<file path="config.mk">
export PLATFORM = sky130hd
export DESIGN_NAME = remote_path_utf8_validator
export DESIGN_NICKNAME = d
export VERILOG_FILES = /design/src/rtl/rpuv_pkg.sv /design/src/rtl/rpuv_step.sv /design/src/rtl/remote_path_utf8_validator.sv
export SDC_FILE = /design/constraint.sdc
export NUM_CORES = 1
export LEC_CHECK = 0
export BUFFER_PORTS_ARGS = -buffer_cell sky130_fd_sc_hd__buf_2
export CORE_UTILIZATION = 48
export CTS_CLUSTER_DIAMETER = 100
export DETAILED_ROUTE_END_ITERATION = 6
export PLACE_DENSITY = 0.72
export REMOVE_ABC_BUFFERS = 1
export SYNTH_ARGS = -nofsm -noshare
export SYNTH_HDL_FRONTEND = slang
export SYNTH_SLANG_ARGS = --single-unit
</file>
<file path="constraint.sdc">
create_clock -name aclk -period 4.8 [get_ports aclk]
set_input_delay 0.48 -clock aclk [delete_from_list [all_inputs] [get_ports aclk]]
set_output_delay 0.48 -clock aclk [all_outputs]
set_load 0.005 [all_outputs]
</file>
<file path="src/rtl/rpuv_pkg.sv">
`default_nettype none

package rpuv_pkg;

    localparam int BYTE_W = 8;
    localparam int LEN_W  = 11;
    localparam int CP_W   = 21;

    typedef struct packed {
        logic [1:0]      cont_left;
        logic [1:0]      seq_len;
        logic [CP_W-1:0] cp_accum;
        logic [1:0]      comp_len;
        logic            all_dots;
        logic            prev_slash;
        logic            failed;
    } rpuv_state_t;

    localparam rpuv_state_t STATE_CLEAR = '{
        cont_left:  2'd0,
        seq_len:    2'd0,
        cp_accum:   '0,
        comp_len:   2'd0,
        all_dots:   1'b1,
        prev_slash: 1'b0,
        failed:     1'b0
    };

    localparam logic [LEN_W-1:0] MAX_LENGTH_RESET = 11'd1024;

    localparam logic [BYTE_W-1:0] CHAR_SLASH     = 8'h2F;
    localparam logic [BYTE_W-1:0] CHAR_DOT       = 8'h2E;
    localparam logic [BYTE_W-1:0] CHAR_BACKSLASH = 8'h5C;
    localparam logic [BYTE_W-1:0] CHAR_COMMA     = 8'h2C;
    localparam logic [BYTE_W-1:0] CHAR_DEL       = 8'h7F;
    localparam logic [BYTE_W-1:0] CTRL_LIMIT     = 8'h20;

    localparam logic [BYTE_W-1:0] LEAD2_MIN = 8'hC2;
    localparam logic [BYTE_W-1:0] LEAD2_MAX = 8'hDF;
    localparam logic [BYTE_W-1:0] LEAD3_MIN = 8'hE0;
    localparam logic [BYTE_W-1:0] LEAD3_MAX = 8'hEF;
    localparam logic [BYTE_W-1:0] LEAD4_MIN = 8'hF0;
    localparam logic [BYTE_W-1:0] LEAD4_MAX = 8'hF4;
    localparam logic [BYTE_W-1:0] CONT_MASK = 8'hC0;
    localparam logic [BYTE_W-1:0] CONT_TAG  = 8'h80;

    localparam logic [CP_W-1:0] CP_MIN3 = 21'h000800;
    localparam logic [CP_W-1:0] CP_MIN4 = 21'h010000;
    localparam logic [CP_W-1:0] SURR_LO = 21'h00D800;
    localparam logic [CP_W-1:0] SURR_HI = 21'h00DFFF;
    localparam logic [CP_W-1:0] CP_MAX  = 21'h10FFFF;

    // Sequence kinds, coded as the number of continuation bytes.
    localparam logic [1:0] SEQ_TWO   = 2'd1;
    localparam logic [1:0] SEQ_THREE = 2'd2;
    localparam logic [1:0] SEQ_FOUR  = 2'd3;

    localparam logic [1:0] COMP_SAT = 2'd3;

endpackage

`default_nettype wire

</file>
<file path="src/rtl/rpuv_step.sv">
`default_nettype none

module rpuv_step (
    input  wire rpuv_pkg::rpuv_state_t       cur,
    input  wire logic [rpuv_pkg::BYTE_W-1:0] path_byte,
    input  wire logic                        has_byte,
    input  wire logic                        first_byte,
    output rpuv_pkg::rpuv_state_t            nxt,
    output logic                             rules_ok
);

    rpuv_pkg::rpuv_state_t        upd;
    logic                         fail;
    logic [rpuv_pkg::CP_W-1:0]    cp_ext;
    logic [1:0]                   cont_dec;
    logic                         dot_cur;
    logic                         dot_nxt;

    always_comb begin
        upd      = cur;
        fail     = 1'b0;
        cp_ext   = {cur.cp_accum[rpuv_pkg::CP_W-7:0], path_byte[5:0]};
        cont_dec = cur.cont_left - 2'd1;
        dot_cur  = cur.all_dots && (cur.comp_len == 2'd1 || cur.comp_len == 2'd2);

        if (first_byte && path_byte != rpuv_pkg::CHAR_SLASH) begin
            fail = 1'b1;
        end
        if (path_byte < rpuv_pkg::CTRL_LIMIT || path_byte == rpuv_pkg::CHAR_DEL ||
            path_byte == rpuv_pkg::CHAR_BACKSLASH || path_byte == rpuv_pkg::CHAR_COMMA) begin
            fail = 1'b1;
        end

        if (cur.cont_left != 2'd0) begin
            if ((path_byte & rpuv_pkg::CONT_MASK) != rpuv_pkg::CONT_TAG) begin
                fail           = 1'b1;
                upd.cont_left  = 2'd0;
            end else begin
                upd.cp_accum  = cp_ext;
                upd.cont_left = cont_dec;
                if (cont_dec == 2'd0) begin
                    if ((cur.seq_len == rpuv_pkg::SEQ_THREE && cp_ext < rpuv_pkg::CP_MIN3) ||
                        (cur.seq_len == rpuv_pkg::SEQ_FOUR && cp_ext < rpuv_pkg::CP_MIN4) ||
                        (cp_ext >= rpuv_pkg::SURR_LO && cp_ext <= rpuv_pkg::SURR_HI) ||
                        cp_ext > rpuv_pkg::CP_MAX) begin
                        fail = 1'b1;
                    end
                end
            end
        end else if (!path_byte[7]) begin
            upd.cont_left = 2'd0;
        end else if (path_byte >= rpuv_pkg::LEAD2_MIN && path_byte <= rpuv_pkg::LEAD2_MAX) begin
            upd.seq_len   = rpuv_pkg::SEQ_TWO;
            upd.cont_left = rpuv_pkg::SEQ_TWO;
            upd.cp_accum  = {16'd0, path_byte[4:0]};
        end else if (path_byte >= rpuv_pkg::LEAD3_MIN && path_byte <= rpuv_pkg::LEAD3_MAX) begin
            upd.seq_len   = rpuv_pkg::SEQ_THREE;
            upd.cont_left = rpuv_pkg::SEQ_THREE;
            upd.cp_accum  = {17'd0, path_byte[3:0]};
        end else if (path_byte >= rpuv_pkg::LEAD4_MIN && path_byte <= rpuv_pkg::LEAD4_MAX) begin
            upd.seq_len   = rpuv_pkg::SEQ_FOUR;
            upd.cont_left = rpuv_pkg::SEQ_FOUR;
            upd.cp_accum  = {18'd0, path_byte[2:0]};
        end else begin
            fail = 1'b1;
        end

        if (path_byte == rpuv_pkg::CHAR_SLASH) begin
            if (!first_byte && (cur.prev_slash || dot_cur)) begin
                fail = 1'b1;
            end
            upd.comp_len   = 2'd0;
            upd.all_dots   = 1'b1;
            upd.prev_slash = 1'b1;
        end else begin
            if (cur.comp_len != rpuv_pkg::COMP_SAT) begin
                upd.comp_len = cur.comp_len + 2'd1;
            end
            if (path_byte != rpuv_pkg::CHAR_DOT) begin
                upd.all_dots = 1'b0;
            end
            upd.prev_slash = 1'b0;
        end

        upd.failed = cur.failed | fail;

        nxt      = has_byte ? upd : cur;
        dot_nxt  = nxt.all_dots && (nxt.comp_len == 2'd1 || nxt.comp_len == 2'd2);
        rules_ok = !nxt.failed && !nxt.prev_slash && nxt.cont_left == 2'd0 && !dot_nxt;
    end

endmodule

`default_nettype wire

</file>
<file path="src/rtl/remote_path_utf8_validator.sv">
`default_nettype none

// Checks a path that arrives one byte per word (tuser marks a real byte, tlast ends the
// path) and returns one verdict word per path: ok in bit 0, byte count in bits 11:1.
// A word is taken every cycle unless the end word of a path waits on a stalled verdict;
// each goes through an input register and the checking logic, and the verdict for the
// word with tlast goes into the result register. The accepted length is the smaller of the
// cfg_data register and PATH_LIMIT; write the register only while no path is in flight.
module remote_path_utf8_validator #(
    parameter int PATH_LIMIT = 1024
) (
    input  wire logic        aclk,
    input  wire logic        aresetn,
    input  wire logic        cfg_valid,
    output logic             cfg_ready,
    input  wire logic [10:0] cfg_data,    // max_length
    input  wire logic        s_tvalid,
    output logic             s_tready,
    input  wire logic [7:0]  s_tdata,     // path_byte
    input  wire logic        s_tuser,     // has_byte
    input  wire logic        s_tlast,     // last_item
    output logic             m_tvalid,
    input  wire logic        m_tready,
    output logic [15:0]      m_tdata      // path_ok, path_length[10:0], zero fill
);

    localparam int CW = $clog2(PATH_LIMIT + 2);
    localparam int LW = (CW > rpuv_pkg::LEN_W) ? CW : rpuv_pkg::LEN_W;
    localparam logic [CW-1:0] COUNT_SAT = CW'(PATH_LIMIT + 1);
    localparam logic [LW-1:0] LIMIT_CAP = LW'(PATH_LIMIT);

    logic [rpuv_pkg::LEN_W-1:0]  max_length_reg;
    logic                        in_valid_reg;
    logic [rpuv_pkg::BYTE_W-1:0] in_byte_reg;
    logic                        in_has_reg;
    logic                        in_last_reg;
    rpuv_pkg::rpuv_state_t       state_reg;
    rpuv_pkg::rpuv_state_t       state_next;
    rpuv_pkg::rpuv_state_t       step_state;
    logic [CW-1:0]               count_reg;
    logic [CW-1:0]               count_next;
    logic [CW-1:0]               count_step;
    logic                        out_valid_reg;
    logic                        out_ok_reg;
    logic [rpuv_pkg::LEN_W-1:0]  out_len_reg;
    logic                        rules_ok;
    logic                        advance;
    logic [LW-1:0]               limit;
    logic [LW-1:0]               count_wide;
    logic                        verdict;

    rpuv_step u_step (
        .cur        (state_reg),
        .path_byte  (in_byte_reg),
        .has_byte   (in_has_reg),
        .first_byte (count_reg == '0),
        .nxt        (step_state),
        .rules_ok   (rules_ok)
    );

    assign advance   = in_valid_reg && (!in_last_reg || !out_valid_reg || m_tready);
    assign s_tready  = !in_valid_reg || advance;
    assign cfg_ready = 1'b1;
    assign m_tvalid  = out_valid_reg;
    assign m_tdata   = {4'd0, out_len_reg, out_ok_reg};

    always_comb begin
        count_step = count_reg;
        if (in_has_reg && count_reg < COUNT_SAT) begin
            count_step = count_reg + 1'b1;
        end
        limit = (LW'(max_length_reg) < LIMIT_CAP) ? LW'(max_length_reg) : LIMIT_CAP;
        count_wide = LW'(count_step);
        verdict = rules_ok && count_step != '0 && count_wide <= limit;
        state_next = in_last_reg ? rpuv_pkg::STATE_CLEAR : step_state;
        count_next = in_last_reg ? '0 : count_step;
    end

    always_ff @(posedge aclk) begin
        if (!aresetn) begin
            max_length_reg <= rpuv_pkg::MAX_LENGTH_RESET;
            in_valid_reg   <= 1'b0;
            out_valid_reg  <= 1'b0;
            state_reg      <= rpuv_pkg::STATE_CLEAR;
            count_reg      <= '0;
        end else begin
            if (cfg_valid) begin
                max_length_reg <= cfg_data;
            end
            if (s_tready) begin
                in_valid_reg <= s_tvalid;
            end
            if (advance) begin
                state_reg <= state_next;
                count_reg <= count_next;
            end
            if (advance && in_last_reg) begin
                out_valid_reg <= 1'b1;
            end else if (m_tready) begin
                out_valid_reg <= 1'b0;
            end
        end
    end

    always_ff @(posedge aclk) begin
        if (s_tready) begin
            in_byte_reg <= s_tdata;
            in_has_reg  <= s_tuser;
            in_last_reg <= s_tlast;
        end
        if (advance && in_last_reg) begin
            out_ok_reg  <= verdict;
            out_len_reg <= rpuv_pkg::LEN_W'(count_step);
        end
    end

endmodule

`default_nettype wire

</file>
## Word-level counts from Yosys, hierarchy flattened

Cells that the tools add are included.

- Word-level logic and storage cells: 133
- Bits in registers: 70

- Bitwise operators: 1
- Muxes and demuxes: 32
- $add $sub $neg: 3
- Reductions and logical operators: 50
- Equal/unequal tests: 16
- Magnitude comparators: 15

Operator list:

| cell | number |
|---|---|
| two-way mux 25 bit | 3 |
| two-way mux 30 bit | 2 |
| two-way mux 21 bit | 2 |
| two-way mux 11 bit | 3 |
| greater-or-equal comparator 8 bit (second input constant) | 3 |
| less-or-equal comparator 8 bit (second input constant) | 3 |
| two-way mux 23 bit | 1 |
| < comparator 11 bit (second input constant) | 2 |
| greater-or-equal comparator 21 x 16 -> 1 bit (second input constant) | 1 |
| > comparator 21 bit (second input constant) | 1 |
| less-or-equal comparator 21 x 16 -> 1 bit (second input constant) | 1 |
| < comparator 21 x 12 -> 1 bit (second input constant) | 1 |
| < comparator 21 x 17 -> 1 bit (second input constant) | 1 |
| logical AND 1 bit | 18 |
| == test 8 x 6 -> 1 bit (second input constant) | 2 |
| == test 8 x 7 -> 1 bit (second input constant) | 2 |
| != test 8 x 6 -> 1 bit (second input constant) | 2 |
| two-way mux 1 bit | 15 |
| logical OR 1 bit | 12 |
| adder 11 x 1 -> 11 bit (second input constant) | 1 |
| less-or-equal comparator 11 bit | 1 |
| zero test 11 bit | 1 |
| nonzero test 11 bit | 1 |
| two-way mux 2 bit | 5 |
| 16 further kinds | 33 |

## Longest topological paths before layout

- Depth in word-level cells: 21
- Gate-level depth with buffers: 14
- Gate-level depth less buffers: 13

## Cells and area by module

Synthesis repeated with hierarchy kept, for this count alone.

- Cell total of the unflattened synthesis: 500
- Area total of the unflattened synthesis: 4469.3 sq um

By module, submodules not included:

| module | seq. area each (sq um) | cells an instance | instances | area an instance (sq um) |
|---|---|---|---|---|
| remote_path_utf8_validator | 1741.7 | 374 | 1 | 3587.2 |
| rpuv_step | 0.0 | 126 | 1 | 882.1 |

## Worst setup path after synthesis

OpenSTA, ideal clock, no wires.

- Path kind: register to register
- Start point: reg count_reg[8]
- End point: reg out_ok_reg, data pin
- Setup time: 0.170 ns
- Clock period less this slack: 2.813 ns
- Path buffers: 1
- Cell stages (with the launch flop): 13
- Arrival time: 2.643 ns
- Data required time: 4.630 ns
- Path slack: 1.987 ns
- Cells stage by stage: dfxtp_1 buf_2 nor4_2 a41oi_2 nand2b_1 mux2_2 ha_1 nand4_1 nor3_1 o22ai_1 a211o_1 a211o_1 nor4_2

RTL lines:

| element | RTL line | RTL |
|---|---|---|
| start: declaration | remote_path_utf8_validator.sv:40 | `logic [CW-1:0] count_reg;` |
| start signal: assignment | remote_path_utf8_validator.sv:95 | `count_reg <= count_next;` |
| < comparator 11 bit (*) | remote_path_utf8_validator.sv:69 | `if (in_has_reg && count_reg < COUNT_SAT) begin` |
| logical AND 1 bit (*) | remote_path_utf8_validator.sv:69 |  |
| two-way mux 11 bit (*) | remote_path_utf8_validator.sv:69 |  |
| net count_step[1] | remote_path_utf8_validator.sv:42 | `logic [CW-1:0] count_step;` |
| branches (longest 2 deep; another with less-or-equal comparator 11 bit) | - |  |
| logical AND 1 bit (*) | remote_path_utf8_validator.sv:74 | `verdict = rules_ok && count_step != '0 && count_wide <= limit;` |
| net verdict | remote_path_utf8_validator.sv:50 | `logic verdict;` |
| end signal: assignment | remote_path_utf8_validator.sv:112 | `out_ok_reg <= verdict;` |
| end: declaration | remote_path_utf8_validator.sv:44 | `logic out_ok_reg;` |

Mark *: on every way through the listed nets, which the timed path passes. The select of a mux whose other input is x is not followed.
A chain may end at the register's enable or synchronous reset.

## Worst setup path after layout

- Start point: reg count_reg[0]
- End point: reg out_ok_reg, data pin

RTL lines:

| element | RTL line |
|---|---|
| < comparator 11 bit | remote_path_utf8_validator.sv:69 |
| logical AND 1 bit | remote_path_utf8_validator.sv:69 |
| two-way mux 11 bit (*) | remote_path_utf8_validator.sv:69 |
| net count_step[8] | remote_path_utf8_validator.sv:42 |
| branches (longest 2 deep; another with less-or-equal comparator 11 bit) | - |
| logical AND 1 bit (*) | remote_path_utf8_validator.sv:74 |
| net verdict | remote_path_utf8_validator.sv:50 |

Marks and branches as above.

==> impl_results.md <==
- Status: finished clean
- Total Wirelength: 8600 um
- Setup bufs post-CTS: 0
- Power Density: 273 nW/um2
- Crit-path max FO: 7
- Total power draw: 1.17 mW
- Post-route ant nets: 0
- EDFF count, synth: 22
- CORE AREA: 7770 um2
- Rows: 32
- Syn Inst Count: 425
- CTS Root Cell: clkbuf_8
- Max Buffers Root-to-Sink: 2
- First-pass GRT wire length: 14300 um
- I/O pin count: 45
- Crit. End Element: flip-flop
- Total gr overflow: 0
- Fin Setup TNS: 0 ns
- Worst Hold Class: input pin to flip-flop
- PnR worst setup slack: 1.60 ns
- Register area: 1620 um2
- Pin slew with the least headroom to its limit: 0.951 ns
- Drt pass-1 iters: 6
- Fill cells: 734
- Max FFs per register: 24
- DIE AREA: 8460 um2
- RSZ-0062 raised after global routing: false
- Drt wl/cell: 15.4 um
- Max Slew Vio Count: 0
- VDD IR-drop max: 0.000266 V
- Remaining DRCs: 0
- Multi-input gate area: 2060 um2
- Die X: 92.0 um
- Clock skew: 0.00909 ns
- Max_cap viols: 0
- Diode count: 0
- CP Launch Type: flip-flop
- Leakage: 1.67 nW
- Dpl ws: 1.70 ns
- H-tree Lvls: 3
- Ys flop type: dfxtp_1
- Area growth from synthesis to final layout: 9.69%
- Post-CTS Resized: 0
- Hold Vio Cnt, Final: 0
- CTS tree: yes
- WS Path Type: flip-flop to flip-flop
- Layout cells sized above 1: 15.4%
- Hold_buf cts: 0
- Final Setup Violations: 0
- Initial antenna violation count: 0
- Starting density of the core: 50.0%
- Rel. slew slack: 36.6%
- GP Congestion: 0.893
- DP HPWL: 6110 um
- Via count: 3198
- Fin crit share: 66.8%
- Nets: 494
- CTS buffer count: 9
- Syn. warnings: 0
- Mean Syn Cell Area: 9.14 um2
- Drt via density: 5.73
- Die height: 92.0 um
- Initial DRC Count: 214
- Crit path time final: 3.20 ns
- Async set-or-reset flop fraction in the synthesized netlist: 0%
- Arrival time of the worst setup path: 3.37 ns
- Post-Syn Area: 3890 um2
- Register area share after synthesis: 41.7%
- Top achievable clock speed: 312 MHz
- Gr usage total: 21.3%
- CTS clock-pin slew for the worst setup and hold paths: 0.07 ns
- Flops & latches, synth: 70
- Vias in the first global route: 2984
- Post-synth cell types: 63
- Pin count of the biggest net entering global routing: 61
- I/O Buffers: 39
- Worst-Skew Late Latency: 0.34 ns
- Required @ worst endpoint: 4.97 ns
- Sink Count: 70
==> synthesized netlist by cell type (all sizes together), types with 13 or more instances <==
master,number,share of area [%]
nand2,53,5.1
dfxtp,48,25
o21ai,33,4.2
nor2b,25,4.0
edfxtp,22,17
inv,20,1.9
nand4,20,3.2
a21oi,19,2.4
ha,17,5.5
buf,16,2.4
clkbuf,13,1.3
mux2i,13,3.3
==> metrics by stage <==
stage	hold WS (ns)	util, %	instances	instance area, um2
CTS	0.306	54.9	558	4260
global route	0.306	54.9	558	4260
floorplan	0.429	-	399	3750
finish	0.318	54.9	558	4260
detailed placement	0.445	52.7	542	4090
global placement	0.437	52.7	542	4090
==> layout make-up <==
| type | count | area share, % |
|---|---|---|
| timing repair buffer | 41 | 4.93 |
| clock buffer | 15 | 3.90 |
| multi-input combinational | 309 | 48.3 |
| tap | 102 | 2.99 |
| inverter | 20 | 1.76 |
| clock inverter | 1 | 0.117 |
| sequential | 70 | 38.0 |
==> layer usage <==
| metal | vias up | part of all wire [%] | global-route usage, % |
|---|---|---|---|
| met2 | 112 | 45 | 33.5 |
| met4 | 0 | 2.1 | 9.38 |
| met3 | 16 | 4.9 | 2.57 |
| met5 | - | 0 | 0 |
| met1 | 1488 | 48 | 29.3 |
| li1 | 1582 | - | - |
==> kinds of logic (layout without fill, tap and decap cells) <==
logic type / count (synthesis) / in the layout / synth area share [%]
AOI/OAI and AO/OA: 92 / 92 / 15.1
xor gates and xnor gates: 11 / 11 / 2.48
adders and majority gates: 17 / 17 / 5.47
buffers and inverters: 49 / 77 / 5.63
DFF: 70 / 70 / 41.7
muxes: 14 / 14 / 3.64
other: 2 / 5 / 0.193
and+or+nand+nor: 170 / 170 / 25.8
==> cells in the final DEF, fill, tap and decap left out, types with 4 or more instances in the layout <==
master,count
a21oi_1,19
a22oi_1,7
buf_2,39
clkbuf_1,4
clkbuf_8,11
conb_1,5
dfxtp_1,48
edfxtp_1,22
ha_1,17
inv_1,19
mux2i_1,13
nand2_1,53
nand2b_1,6
nand3_1,10
nand3b_1,6
nand4_1,20
nor2_1,12
nor2b_1,25
nor3_1,5
o211ai_1,5
o21ai_0,27
o21ai_1,6
o22ai_1,5
xnor2_1,7
xor2_1,4
==> critical path, cell delays in order (launching register included) <==
cell,delay (ns)
dfxtp_1,0.49
ha_1,0.23
nand2_1,0.12
nor3_2,0.29
and3_1,0.32
xor2_1,0.27
ha_1,0.23
nand4_1,0.09
nor3_1,0.23
o22ai_1,0.12
a211o_1,0.24
a211o_1,0.28
nor4_2,0.12
==> final timing paths <==
kind,startpoint,to,slack (ns),depth (start not counted)
worst max-delay path,count_reg[0]$_SDFFE_PN0P_,out_ok_reg$_DFFE_PP_,1.60,12
worst min-delay path,s_tdata[2],in_byte_reg[2]$_DFFE_PP_,0.32,1
worst max register to register,count_reg[0]$_SDFFE_PN0P_,out_ok_reg$_DFFE_PP_,1.60,12
worst min register to register,state_reg[8]$_SDFFE_PN0P_,state_reg[8]$_SDFFE_PN0P_,0.45,2
==> report_power, final <==
| part | leakage [nW] | internal [mW] | switching (mW) |
|---|---|---|---|
| Combinational | 0.963 | 0.0421 | 0.0594 |
| Clock | 0.0877 | 0.216 | 0.207 |
| Sequential | 0.618 | 0.624 | 0.0166 |
| Total | 1.67 | 0.882 | 0.283 |
No activity file was read; power rests on OpenSTA's default activity.
